$ cat config.mk
export PLATFORM = sky130hd
export DESIGN_NAME = pressure_sensor_compensation
export DESIGN_NICKNAME = d
export VERILOG_FILES = /design/src/psc_pkg.sv /design/src/psc_mul.sv /design/src/psc_div.sv /design/src/pressure_sensor_compensation.sv
export SDC_FILE = /design/constraint.sdc
export NUM_CORES = 2
export LEC_CHECK = 0
export BUFFER_PORTS_ARGS = -buffer_cell sky130_fd_sc_hd__buf_2
export CAP_MARGIN = 20
export CORE_UTILIZATION = 36
export CTS_CLUSTER_DIAMETER = 150
export CTS_CLUSTER_SIZE = 30
export DETAILED_ROUTE_END_ITERATION = 10
export GPL_ROUTABILITY_DRIVEN = 0
export PLACE_DENSITY = 0.58
export SLEW_MARGIN = 20
export SYNTH_ARGS = -nofsm -noshare
export SYNTH_HDL_FRONTEND = slang
export SYNTH_SLANG_ARGS = --single-unit
$ cat constraint.sdc
create_clock -name clk_i -period 12.3 [get_ports clk_i]
set_clock_uncertainty 0.1 [all_clocks]
set_input_delay 1.845 -clock clk_i [delete_from_list [all_inputs] [get_ports clk_i]]
set_output_delay 1.845 -clock clk_i [all_outputs]
set_load 0.01 [all_outputs]
$ cat src/psc_pkg.sv
// ----------------------------------------------------------------------------
// psc_pkg
// Types, constants and helper functions of the pressure compensation block.
// ----------------------------------------------------------------------------
`timescale 1ns / 1ps
`default_nettype none
package psc_pkg;

  typedef struct packed {
    logic        action;
    logic [18:0] raw_sample;
  } psc_in_t;

  typedef struct packed {
    logic               kind;
    logic signed [15:0] temperature_tenths;
    logic signed [31:0] pressure_pa;
    logic               div_error;
  } psc_out_t;

  typedef enum logic [3:0] {
    S_IDLE, S_T_MUL, S_T_DIV, S_P_SQ, S_P_X1B, S_P_X2A, S_P_X1C, S_P_X2D,
    S_P_B4, S_P_B7, S_P_DIV, S_P_M8, S_P_M9, S_P_M10, S_OUT
  } psc_state_e;

  localparam logic [2:0] CFG_AC1_AC2 = 3'd0;
  localparam logic [2:0] CFG_AC3_AC4 = 3'd1;
  localparam logic [2:0] CFG_AC5_AC6 = 3'd2;
  localparam logic [2:0] CFG_B1_B2   = 3'd3;
  localparam logic [2:0] CFG_MC_MD   = 3'd4;
  localparam logic [2:0] CFG_OSS     = 3'd5;

  localparam logic [5:0]  WORD_BITS = 6'd32;
  localparam logic [31:0] B6_OFFSET = 32'd4000;
  localparam logic [31:0] P_COEF_A  = 32'd3038;
  localparam logic [31:0] P_COEF_B  = 32'hFFFF_E343;
  localparam logic [31:0] P_OFFSET  = 32'd3791;
  localparam logic [31:0] B7_SCALE  = 32'd50000;
  localparam logic [31:0] B4_BIAS   = 32'd32768;

  function automatic logic [31:0] sx16(input logic [15:0] v);
    return {{16{v[15]}}, v};
  endfunction

  function automatic logic [31:0] asr(input logic [31:0] v, input logic [4:0] s);
    return 32'($signed(v) >>> s);
  endfunction

  function automatic logic [15:0] tenths(input logic [31:0] b5);
    logic [31:0] t;
    t = asr(b5 + 32'd8, 5'd4);
    if ($signed(t) < -32'sd32768) begin
      return 16'h8000;
    end else if ($signed(t) > 32'sd32767) begin
      return 16'h7FFF;
    end
    return t[15:0];
  endfunction

endpackage
`default_nettype wire

$ cat src/psc_mul.sv
// ----------------------------------------------------------------------------
// psc_mul
// Bit-serial 32 by 32 multiplier giving the low 32 product bits.
// ----------------------------------------------------------------------------
`timescale 1ns / 1ps
`default_nettype none
module psc_mul (
  input  logic        clk_i,
  input  logic        rst_ni,
  input  logic        start_i,
  input  logic [31:0] a_i,
  input  logic [31:0] b_i,
  output logic        done_o,
  output logic [31:0] prod_o
);
  import psc_pkg::*;

  logic [31:0] acc_q, acc_d, a_q, a_d, b_q, b_d;
  logic [5:0]  cnt_q, cnt_d;
  logic        done_q, done_d;

  always_comb begin
    acc_d  = acc_q;
    a_d    = a_q;
    b_d    = b_q;
    cnt_d  = cnt_q;
    done_d = 1'b0;
    if (start_i) begin
      acc_d = '0;
      a_d   = a_i;
      b_d   = b_i;
      cnt_d = WORD_BITS;
    end else if (cnt_q != 6'd0) begin
      if (b_q[0]) begin
        acc_d = acc_q + a_q;
      end
      a_d    = {a_q[30:0], 1'b0};
      b_d    = {1'b0, b_q[31:1]};
      cnt_d  = cnt_q - 6'd1;
      done_d = (cnt_q == 6'd1);
    end
  end

  always_ff @(posedge clk_i or negedge rst_ni) begin
    if (!rst_ni) begin
      cnt_q  <= '0;
      done_q <= 1'b0;
    end else begin
      cnt_q  <= cnt_d;
      done_q <= done_d;
    end
  end

  always_ff @(posedge clk_i) begin
    acc_q <= acc_d;
    a_q   <= a_d;
    b_q   <= b_d;
  end

  assign done_o = done_q;
  assign prod_o = acc_q;
endmodule
`default_nettype wire

$ cat src/psc_div.sv
// ----------------------------------------------------------------------------
// psc_div
// Restoring unsigned 32 by 32 divider producing one quotient bit per cycle.
// ----------------------------------------------------------------------------
`timescale 1ns / 1ps
`default_nettype none
module psc_div (
  input  logic        clk_i,
  input  logic        rst_ni,
  input  logic        start_i,
  input  logic [31:0] num_i,
  input  logic [31:0] den_i,
  output logic        done_o,
  output logic [31:0] quot_o
);
  import psc_pkg::*;

  logic [31:0] rem_q, rem_d, num_q, num_d, den_q, den_d;
  logic [32:0] trial;
  logic [5:0]  cnt_q, cnt_d;
  logic        done_q, done_d;

  always_comb begin
    rem_d  = rem_q;
    num_d  = num_q;
    den_d  = den_q;
    cnt_d  = cnt_q;
    done_d = 1'b0;
    trial  = {rem_q, num_q[31]} - {1'b0, den_q};
    if (start_i) begin
      rem_d = '0;
      num_d = num_i;
      den_d = den_i;
      cnt_d = WORD_BITS;
    end else if (cnt_q != 6'd0) begin
      if (!trial[32]) begin
        rem_d = trial[31:0];
        num_d = {num_q[30:0], 1'b1};
      end else begin
        rem_d = {rem_q[30:0], num_q[31]};
        num_d = {num_q[30:0], 1'b0};
      end
      cnt_d  = cnt_q - 6'd1;
      done_d = (cnt_q == 6'd1);
    end
  end

  always_ff @(posedge clk_i or negedge rst_ni) begin
    if (!rst_ni) begin
      cnt_q  <= '0;
      done_q <= 1'b0;
    end else begin
      cnt_q  <= cnt_d;
      done_q <= done_d;
    end
  end

  always_ff @(posedge clk_i) begin
    rem_q <= rem_d;
    num_q <= num_d;
    den_q <= den_d;
  end

  assign done_o = done_q;
  assign quot_o = num_q;
endmodule
`default_nettype wire

$ cat src/pressure_sensor_compensation.sv
// ----------------------------------------------------------------------------
// pressure_sensor_compensation
// Integer barometer compensation with a serial multiplier and divider.
// ----------------------------------------------------------------------------
// Items enter on the in channel (valid/ready) and each gives one result on
// the out channel (valid/ready). Calibration words are written through a
// plain write port; the user must do so only while the block is idle, which
// the block itself does not enforce. One item is worked on at a time: a
// temperature item needs one product and a divide, and a pressure item needs
// ten products and a divide. Each product is formed in the bit-serial
// multiplier and each quotient in the bit-serial divider.
// An item whose divisor is zero finishes early with the error flag set.
// The result sits in an output register; the next item is accepted while it
// waits, and the block stalls before loading a new result until the
// receiver takes the old one.
// Reset clears the calibration words, sets oversampling to three and clears
// the stored intermediate temperature value.
// ----------------------------------------------------------------------------
`timescale 1ns / 1ps
`default_nettype none
module pressure_sensor_compensation (
  input  logic               clk_i,
  input  logic               rst_ni,
  input  logic               in_valid_i,
  output logic               in_ready_o,
  input  psc_pkg::psc_in_t   in_data_i,
  output logic               out_valid_o,
  input  logic               out_ready_i,
  output psc_pkg::psc_out_t  out_data_o,
  input  logic               cfg_we_i,
  input  logic [2:0]         cfg_idx_i,
  input  logic [31:0]        cfg_data_i
);
  import psc_pkg::*;

  psc_state_e  state_q, state_d;
  logic        launched_q, launched_d;
  logic [31:0] ac1_ac2_q, ac3_ac4_q, ac5_ac6_q, b1_b2_q, mc_md_q;
  logic [1:0]  oss_q;
  logic [31:0] b5_q, b5_d;
  logic        act_q, act_d;
  logic [18:0] raw_q, raw_d;
  logic [31:0] x1_q, x1_d, sq_q, sq_d, b3_q, b3_d, b4_q, b4_d, b7_q, b7_d;
  logic [31:0] den_q, den_d, pr_q, pr_d;
  logic [15:0] temp_q, temp_d;
  logic        err_q, err_d;
  logic        out_valid_q, out_valid_d;
  psc_out_t    out_q, out_d;
  logic        load_out;

  logic        mul_start, mul_done, div_start, div_done;
  logic [31:0] mul_a, mul_b, mul_p, div_n, div_d, div_q;
  logic [31:0] b6, mc_num, t_x1, t_den, t_q, x3;

  psc_mul u_mul (
    .clk_i, .rst_ni, .start_i(mul_start), .a_i(mul_a), .b_i(mul_b),
    .done_o(mul_done), .prod_o(mul_p)
  );

  psc_div u_div (
    .clk_i, .rst_ni, .start_i(div_start), .num_i(div_n), .den_i(div_d),
    .done_o(div_done), .quot_o(div_q)
  );

  assign b6     = b5_q - B6_OFFSET;
  assign mc_num = {{5{mc_md_q[31]}}, mc_md_q[31:16], 11'b0};

  always_comb begin
    state_d    = state_q;
    launched_d = launched_q;
    b5_d = b5_q; act_d = act_q; raw_d = raw_q; x1_d = x1_q; sq_d = sq_q;
    b3_d = b3_q; b4_d = b4_q; b7_d = b7_q; den_d = den_q; pr_d = pr_q;
    temp_d = temp_q; err_d = err_q;
    in_ready_o = 1'b0;
    load_out   = 1'b0;
    mul_start  = 1'b0; mul_a = '0; mul_b = '0;
    div_start  = 1'b0; div_n = '0; div_d = '0;
    t_x1  = asr(mul_p, 5'd15);
    t_den = t_x1 + sx16(mc_md_q[15:0]);
    t_q   = (mc_num[31] ^ den_q[31]) ? 32'd0 - div_q : div_q;
    x3    = '0;
    case (state_q)
      S_IDLE: begin
        in_ready_o = 1'b1;
        if (in_valid_i) begin
          act_d   = in_data_i.action;
          raw_d   = in_data_i.raw_sample;
          temp_d  = '0;
          pr_d    = '0;
          err_d   = 1'b0;
          state_d = in_data_i.action ? S_P_SQ : S_T_MUL;
        end
      end
      S_OUT: begin
        if (!out_valid_q || out_ready_i) begin
          load_out = 1'b1;
          state_d  = S_IDLE;
        end
      end
      S_T_DIV, S_P_DIV: begin
        if (state_q == S_T_DIV) begin
          div_n = mc_num[31] ? 32'd0 - mc_num : mc_num;
          div_d = den_q[31] ? 32'd0 - den_q : den_q;
        end else begin
          div_n = b7_q[31] ? b7_q : {b7_q[30:0], 1'b0};
          div_d = b4_q;
        end
        if (!launched_q) begin
          div_start  = 1'b1;
          launched_d = 1'b1;
        end else if (div_done) begin
          launched_d = 1'b0;
          if (state_q == S_T_DIV) begin
            b5_d    = x1_q + t_q;
            temp_d  = tenths(x1_q + t_q);
            state_d = S_OUT;
          end else begin
            pr_d    = b7_q[31] ? {div_q[30:0], 1'b0} : div_q;
            state_d = S_P_M8;
          end
        end
      end
      default: begin
        case (state_q)
          S_T_MUL: begin
            mul_a = {16'b0, raw_q[15:0]} - {16'b0, ac5_ac6_q[15:0]};
            mul_b = {16'b0, ac5_ac6_q[31:16]};
          end
          S_P_SQ:  begin mul_a = b6; mul_b = b6; end
          S_P_X1B: begin mul_a = sx16(b1_b2_q[15:0]); mul_b = sq_q; end
          S_P_X2A: begin mul_a = sx16(ac1_ac2_q[15:0]); mul_b = b6; end
          S_P_X1C: begin mul_a = sx16(ac3_ac4_q[31:16]); mul_b = b6; end
          S_P_X2D: begin mul_a = sx16(b1_b2_q[31:16]); mul_b = sq_q; end
          S_P_B4:  begin mul_a = {16'b0, ac3_ac4_q[15:0]}; mul_b = x1_q + B4_BIAS; end
          S_P_B7: begin
            mul_a = {13'b0, raw_q} - b3_q;
            mul_b = B7_SCALE >> oss_q;
          end
          S_P_M8:  begin mul_a = asr(pr_q, 5'd8); mul_b = asr(pr_q, 5'd8); end
          S_P_M9:  begin mul_a = x1_q; mul_b = P_COEF_A; end
          default: begin mul_a = P_COEF_B; mul_b = pr_q; end
        endcase
        if (!launched_q) begin
          mul_start  = 1'b1;
          launched_d = 1'b1;
        end else if (mul_done) begin
          launched_d = 1'b0;
          case (state_q)
            S_T_MUL: begin
              x1_d  = t_x1;
              den_d = t_den;
              if (t_den == 32'd0) begin
                err_d   = 1'b1;
                state_d = S_OUT;
              end else begin
                state_d = S_T_DIV;
              end
            end
            S_P_SQ:  begin sq_d = asr(mul_p, 5'd12); state_d = S_P_X1B; end
            S_P_X1B: begin x1_d = asr(mul_p, 5'd11); state_d = S_P_X2A; end
            S_P_X2A: begin
              x3      = x1_q + asr(mul_p, 5'd11);
              b3_d    = asr(((sx16(ac1_ac2_q[31:16]) << 2) + x3 << oss_q) + 32'd2, 5'd2);
              state_d = S_P_X1C;
            end
            S_P_X1C: begin x1_d = asr(mul_p, 5'd13); state_d = S_P_X2D; end
            S_P_X2D: begin
              x1_d    = asr(x1_q + asr(mul_p, 5'd16) + 32'd2, 5'd2);
              state_d = S_P_B4;
            end
            S_P_B4:  begin b4_d = mul_p >> 15; state_d = S_P_B7; end
            S_P_B7: begin
              b7_d = mul_p;
              if (b4_q == 32'd0) begin
                err_d   = 1'b1;
                state_d = S_OUT;
              end else begin
                state_d = S_P_DIV;
              end
            end
            S_P_M8:  begin x1_d = mul_p; state_d = S_P_M9; end
            S_P_M9:  begin x1_d = asr(mul_p, 5'd16); state_d = S_P_M10; end
            default: begin
              pr_d    = pr_q + asr(x1_q + asr(mul_p, 5'd16) + P_OFFSET, 5'd4);
              temp_d  = tenths(b5_q);
              state_d = S_OUT;
            end
          endcase
        end
      end
    endcase
  end

  always_comb begin
    out_valid_d = out_valid_q && !out_ready_i;
    out_d       = out_q;
    if (load_out) begin
      out_valid_d = 1'b1;
      out_d       = {act_q, temp_q, pr_q, err_q};
    end
  end

  always_ff @(posedge clk_i or negedge rst_ni) begin
    if (!rst_ni) begin
      state_q     <= S_IDLE;
      launched_q  <= 1'b0;
      out_valid_q <= 1'b0;
      b5_q        <= '0;
      ac1_ac2_q   <= '0;
      ac3_ac4_q   <= '0;
      ac5_ac6_q   <= '0;
      b1_b2_q     <= '0;
      mc_md_q     <= '0;
      oss_q       <= 2'd3;
    end else begin
      state_q     <= state_d;
      launched_q  <= launched_d;
      out_valid_q <= out_valid_d;
      b5_q        <= b5_d;
      if (cfg_we_i) begin
        case (cfg_idx_i)
          CFG_AC1_AC2: ac1_ac2_q <= cfg_data_i;
          CFG_AC3_AC4: ac3_ac4_q <= cfg_data_i;
          CFG_AC5_AC6: ac5_ac6_q <= cfg_data_i;
          CFG_B1_B2:   b1_b2_q   <= cfg_data_i;
          CFG_MC_MD:   mc_md_q   <= cfg_data_i;
          CFG_OSS:     oss_q     <= cfg_data_i[1:0];
          default:     ;
        endcase
      end
    end
  end

  always_ff @(posedge clk_i) begin
    act_q  <= act_d;
    raw_q  <= raw_d;
    x1_q   <= x1_d;
    sq_q   <= sq_d;
    b3_q   <= b3_d;
    b4_q   <= b4_d;
    b7_q   <= b7_d;
    den_q  <= den_d;
    pr_q   <= pr_d;
    temp_q <= temp_d;
    err_q  <= err_d;
    out_q  <= out_d;
  end

  assign out_valid_o = out_valid_q;
  assign out_data_o  = out_q;
endmodule
`default_nettype wire

# == After elaboration in Yosys (flattened, before gate mapping) ==
# Index checks and enable logic that the tools add are counted.
# classes
order_cmp,4
reduce_logical,47
mux,94
bitwise,4
addsub,22
shifts,2
n_eq_ne,29
# op_table
cell,count
2-to-1 mux 32 bit,22
one-hot mux 32 bit (10 select lines),1
one-hot mux 32 bit (7 select lines),1
2-to-1 mux 16 bit,13
adder 32 bit,6
one-hot mux 32 bit (6 select lines),1
one-hot mux 32 bit (3 select lines),1
adder 32 x 2 -> 32 bit (second input constant),2
adder 32 x 4 -> 32 bit (second input constant),2
logical NOT 32 bit,2
subtractor 1 x 32 -> 32 bit (first input constant),2
> comparator 28 x 16 -> 1 bit (second input constant),2
less-than comparator 28 x 16 -> 1 bit (second input constant),2
one-hot mux 16 bit (3 select lines),1
one-hot mux 4 bit (10 select lines),1
2-to-1 mux 1 bit,33
subtractor 33 x 32 -> 33 bit,1
adder 32 x 12 -> 32 bit (second input constant),1
adder 32 x 16 -> 32 bit (second input constant),1
left shift 32 x 2 -> 32 bit,1
>> shifter 16 x 2 -> 32 bit (first input constant),1
subtractor 32 x 12 -> 32 bit (second input constant),1
2-to-1 mux 31 bit,1
subtractor 20 x 30 -> 31 bit,1
44 further kinds,102
# word_totals
out_inout_bits,52
reg_bits,688
word_cells,239
in_bits,60

# == Depth between registers and ports, before layout ==
# logic_depth
ltp_word,16
mapped_depth,26
depth_no_buf,26

# == Hierarchy ==
# From an unflattened synthesis, not the netlist that was laid out.
# unflattened
cells_unflattened,4876
hier_area_um2,47536.8
# modules_own_cells
mod,cells_each,seq_area_each_um2,n_inst,area_per_inst_um2
pressure_sensor_compensation,3810,13055.0,1,35982.0
psc_div,556,2737.6,1,5866.9
psc_mul,510,2737.6,1,5688.0

# == Least setup slack after synthesis ==
# No wires, ideal clock.
# synth_timing
path_kind,register -> register
start,register u_div.num_q[3] (netlist: u_div.quot_o[3])
end,register temp_q[1] (data pin)
n_path_buf,2
arrival_time_ns,6.143
synth_period_minus_slack_ns,6.511
setup_slack_ns,5.789
t_required_ns,11.932
stages_incl_launch_ff,24
setup_time_ns,0.268
cell_sequence,edfxtp_1 clkbuf_1 or4_1 nor4_1 nand2b_1 or2_2 or4_1 nor2_1 a21oi_1 xor2_1 ha_1 nand2_1 o311ai_0 o21ai_0 or3_1 a211oi_1 nand3_1 nor4_1 mux2i_1 a41oi_1 or3_1 a21boi_2 buf_4 o211ai_1
# synth_between
elab_chain_cells,16
elab_cells_between_ends,18
cone_classes,add/sub: 3; order compare: 2; mux: 13
# synth_lines
element,line_no,source
from (decl),psc_div.sv:18,"logic [31:0] rem_q, rem_d, num_q, num_d, den_q, den_d;"
from (signal assigned),psc_div.sv:60,num_q <= num_d;
subtractor 1 x 32 -> 32 bit,pressure_sensor_compensation.sv:80,t_q = (mc_num[31] ^ den_q[31]) ? 32'd0 - div_q : div_q;
2-to-1 mux 32 bit *,pressure_sensor_compensation.sv:80,
adder 32 bit *,pressure_sensor_compensation.sv:115,temp_d = tenths(x1_q + t_q);
adder 32 x 4 -> 32 bit *,psc_pkg.sv:51,"t = asr(b5 + 32'd8, 5'd4);"
> comparator 28 x 16 -> 1 bit,psc_pkg.sv:54,end else if ($signed(t) > 32'sd32767) begin
2-to-1 mux 1 bit,psc_pkg.sv:54,
2-to-1 mux 1 bit,psc_pkg.sv:52,if ($signed(t) < -32'sd32768) begin
2-to-1 mux 1 bit,pressure_sensor_compensation.sv:113,if (state_q == S_T_DIV) begin
2-to-1 mux 1 bit,pressure_sensor_compensation.sv:111,end else if (div_done) begin
2-to-1 mux 1 bit,pressure_sensor_compensation.sv:108,if (!launched_q) begin
2-to-1 mux 1 bit,pressure_sensor_compensation.sv:82,case (state_q)
2-to-1 mux 16 bit *,psc_pkg.sv:57,return t[15:0];
2-to-1 mux 16 bit *,pressure_sensor_compensation.sv:113,
2-to-1 mux 16 bit *,pressure_sensor_compensation.sv:111,
2-to-1 mux 16 bit *,pressure_sensor_compensation.sv:108,
one-hot mux 16 bit (3 select lines) *,pressure_sensor_compensation.sv:82,
net temp_d[1],pressure_sensor_compensation.sv:45,"logic [15:0] temp_q, temp_d;"
to (signal assigned),pressure_sensor_compensation.sv:244,temp_q <= temp_d;
to (decl),pressure_sensor_compensation.sv:45,
# The timed path passes the listed nets; every way through them passes the cells marked *. The select of a mux whose other input is x is not followed.
# A chain may end at the register's enable or synchronous reset.

# == Worst setup path after layout ==
# layout_timing
start,register u_div.num_q[5] (netlist: u_div.quot_o[5])
end,register temp_q[7] (data pin)
# The elaborated chain is that of the path after synthesis.

==> reports/summary.txt <==
SYNTH
-----------------------------------------------------------------------------------------------------------------
Post-synthesis compound-gate area fraction                                                                  20.4%
Arithmetic-cell share of the synthesized area counting full adders, half adders and majority gates          8.53%
Average footprint of a synthesized cell                                                                9.39 sq um
Number of flops mapped to enable cells by yosys                                                               396
Register bit total from synthesis                                                                             674
Portion of the post-synthesis area used by sequential elements                                              39.1%
Multiplexer share of the synthesized area                                                                   5.67%
FFs w/ async S/R, synth                                                                                     31.8%
Gate Count Post-Synth                                                                                        5043
Combinational family with the most area after synthesis                                              compound AO/OA/AOI/OAI gates
Cell Area, Synth                                                                                     0.0474 sq mm
Count of different cell masters after synthesis                                                               103
Synthesized-area fraction occupied by xor and xnor cells                                                    7.50%
Area share of and/or/nand/nor cells after synthesis                                                         15.4%
Most instantiated flip-flop cell in the synthesis netlist                                                edfxtp_1
Synthesis warning total                                                                                         0

ROUTE
-----------------------------------------------------------------------------------------------------------------
Antenna-violating nets left                                                                                     0
DRC violation total after the first TritonRoute iteration                                                    4478
Total DRC errors in the routed layout                                                                           0
Final wirelength                                                                                           165 mm
Number of search-and-repair iterations in the first detailed-routing pass                                       6
Number of vias per cell                                                                                      5.93
Vias post-DR                                                                                                40362
Wire per inst                                                                                        24.2 microns

CLOCK TREE
-----------------------------------------------------------------------------------------------------------------
CTS H-tree depth                                                                                                1
TritonCTS clock tree                                                                                        built
Post-CTS repair timing setup buffer count                                                                       0
Clk buf depth                                                                                                   3
Root buffer cell                                                                                        clkbuf_16
Number of sinks on the clock net                                                                              674
Total clock buffers created by CTS                                                                             27
Clock transition at path regs                                                                             0.13 ns
Cts-stage hold buffer count                                                                                     0
Gates resized, CTS repair                                                                                       0
Latest clock arrival within the worst-skew pair                                                           0.67 ns

FINISH
-----------------------------------------------------------------------------------------------------------------
Number of fillers in the final layout                                                                       13056
Fraction of layout instances using a drive strength above 1                                                 9.44%
Final cell count without fillers                                                                             6801
Area growth from synthesis to layout                                                                        7.26%
Max FFs per register                                                                                           50
NumNets Final                                                                                                5395

SETUP PATH
-----------------------------------------------------------------------------------------------------------------
Worst-path cell chain                                                                                or4_1, nor4_1, nand2b_1, or2_2, or4_1, nor2_1, a21oi_1, xor2_1, ha_1, nand2_1, o311ai_0, o21ai_0, or3_1, a211oi_1, nand3_1, nor4_1, mux2i_1, a41oi_1, or3_1, a21boi_2, o211ai_1
Category of cells accounting for the largest share of critical-path delay                            simple AND/OR/NAND/NOR gates
Setup CP Type                                                                                        flip-flop to flip-flop
Arrival @ worst endpoint                                                                                  8.11 ns
Number of gates on the worst path with buffers counted                                                         21
Crit path buf inv count                                                                                         0
Worst stage delay on the critical path                                                                    0.63 ns
Worst reg-to-reg setup slack                                                                              4.47 ns
Launching element type of the critical path                                                             flip-flop
Peak fanout along the critical path                                                                            11
Endpoint class of the critical path                                                                     flip-flop
Endpoint required time on the critical path                                                              12.58 ns
Worst-case reg-to-reg path depth                                                                               21
Cell with the biggest individual delay on the critical path                                                 or4_1

FLOORPLANNING
-----------------------------------------------------------------------------------------------------------------
Count of pins on the block boundary                                                                           112
Placeable Area                                                                                        0.130 sq mm
Initial Utilization                                                                                         36.4%
X dimension of the die                                                                                365 microns
Cell Rows                                                                                                     132
Die outline height                                                                                    365 microns
Die Area                                                                                              0.133 sq mm

GRT
-----------------------------------------------------------------------------------------------------------------
First-pass GRT wire length                                                                                 244 mm
Global Route Usage Sum                                                                                      24.3%
Vias in the first global route                                                                              38059
Number of antenna violations at the first check in global routing                                               4
Pin count of the biggest net entering global routing                                                           83
Global route total overflow                                                                                     0

STA
-----------------------------------------------------------------------------------------------------------------
Shortest period the worst path allows                                                                     7.83 ns
Final Hold Fails                                                                                                0
Fin. max-slew vios                                                                                              0
Maximum clock rate                                                                                      0.128 GHz
Worst slack on hold paths                                                                                0.333 ns
Number of failing setup endpoints in the final timing report                                                    0
Worst slew slack as a fraction of its limit                                                                 19.0%
Part of the cycle the worst path needs                                                                      63.7%
Worst slew pin tran                                                                                       1.21 ns
RSZ-0062 raised after global routing                                                                           no
Sum Neg Setup Slack                                                                                          0 ns

PLACE
-----------------------------------------------------------------------------------------------------------------
Post-detail-place hpwl                                                                                     125 mm
Count of buffers from port buffering                                                                          111
Number of placed instances with taps included                                                                6748

POWER
-----------------------------------------------------------------------------------------------------------------
Total power per unit cell area                                                                        316 mW/mm^2
Leakage                                                                                                   19.8 nW
Max rail drop VDD                                                                                          164 uV

WORST HOLD PATH
-----------------------------------------------------------------------------------------------------------------
Hold WC Path Type                                                                                    flip-flop to flip-flop
Worst Hold Path Cells                                                                                           0

OUTCOME
-----------------------------------------------------------------------------------------------------------------
Outcome                                                                                              finished, final reports clean

FLOW RUN
-----------------------------------------------------------------------------------------------------------------
Number of max-cap violations                                                                                    0

metal layers:
layer | vias to the layer above | global-route usage [%] | share of wire, %
met4 | 8 | 8.80 | 4.3
met3 | 311 | 3.47 | 8.4
met1 | 19623 | 34.0 | 44
li1 | 18714 | - | -
met2 | 1706 | 37.8 | 43
met5 | - | 0 | 0.050
worst paths after layout:
kind                            startpoint              to
max in group asynchronous           rst_ni    ac1_ac2_q[0]
max                        u_div.quot_o[5]       temp_q[7]
max reg2reg                u_div.quot_o[5]       temp_q[7]
min reg2reg                      temp_q[1]  out_data_o[34]
min                              temp_q[1]  out_data_o[34]
min in group asynchronous           rst_ni  u_div.cnt_q[1]
layout by cell type (no fill, tap or decap), types with 40 or more instances in the layout:
cell / instances
dfrtp_1: 212
inv_1: 172
buf_2: 110
nor3_1: 117
nand2b_1: 48
nor4_1: 40
nand2_1: 494
nand4_1: 50
a21oi_1: 334
dfxtp_1: 63
a221oi_1: 49
a22oi_1: 51
mux2i_1: 87
and3_1: 45
a21o_1: 104
edfxtp_1: 396
xor2_1: 149
xnor2_1: 250
a211oi_1: 59
o211ai_1: 68
a31oi_1: 49
nor2_1: 386
o22ai_1: 46
buf_4: 79
ha_1: 262
nand3_1: 131
o21ai_0: 343
mux2_2: 161
cell usage after synthesis (68+ instances only):
cell type	n	area share, %
inv_1	172	1.4
nor2_1	397	3.1
xnor2_1	251	4.6
o211ai_1	68	1.1
xor2_1	150	2.8
clkbuf_1	190	1.5
nand2_1	494	3.9
edfxtp_1	396	25
ha_1	262	6.9
mux2_2	161	3.8
dfrtp_1	212	11
a21o_1	104	1.6
nor3_1	120	1.3
a21oi_1	337	3.6
o21ai_0	344	3.6
nand3_1	133	1.4
mux2i_1	87	1.8
stage by stage:
stage | setup slack [ns] | utilization, % | area, sq um | total power [mW]
2_1_floorplan | 5.79 | - | 47400 | 11.6
6_report | 4.47 | 39.1 | 50800 | 16.0
5_1_grt | 3.89 | 39.1 | 50800 | 17.2
4_1_cts | 4.55 | 39.1 | 50800 | 15.8
3_3_place_gp | 4.68 | 38.4 | 49900 | 14.4
3_5_place_dp | 4.59 | 38.4 | 50000 | 14.6
power by group:
group	leakage (nW)	switching (mW)	total (mW)	internal, mW
combinational	12.4	6.59	10.7	4.13
sequential	6.94	0.730	4.09	3.36
clock	0.388	0.779	1.22	0.436
total	19.8	8.10	16.0	7.93
layout make-up:
class                           instances  area [sq um]  area share [%]
Clock inverter                          4          57.6           0.113
Clock buffer                           45           753            1.48
Antenna cell                            4          10.0          0.0197
Multi-Input combinational cell       3967         27400            54.0
Sequential cell                       674         18500            36.5
Inverter                              174           653            1.29
Timing Repair Buffer                  191          1190            2.33
Tap cell                             1742          2180            4.29
cell families (layout without fill, tap and decap cells):
logic type / after synthesis / count (layout)
AND/OR/NAND/NOR: 1541 / 1541
AO/OA/AOI/OAI: 1461 / 1461
flip-flops: 674 / 674
buffers and inverters: 415 / 414
XOR/XNOR: 403 / 403
adder cells (fa/ha/maj): 300 / 300
multiplexers: 248 / 248
other: 1 / 18
(Power assumes the default switching activity.)
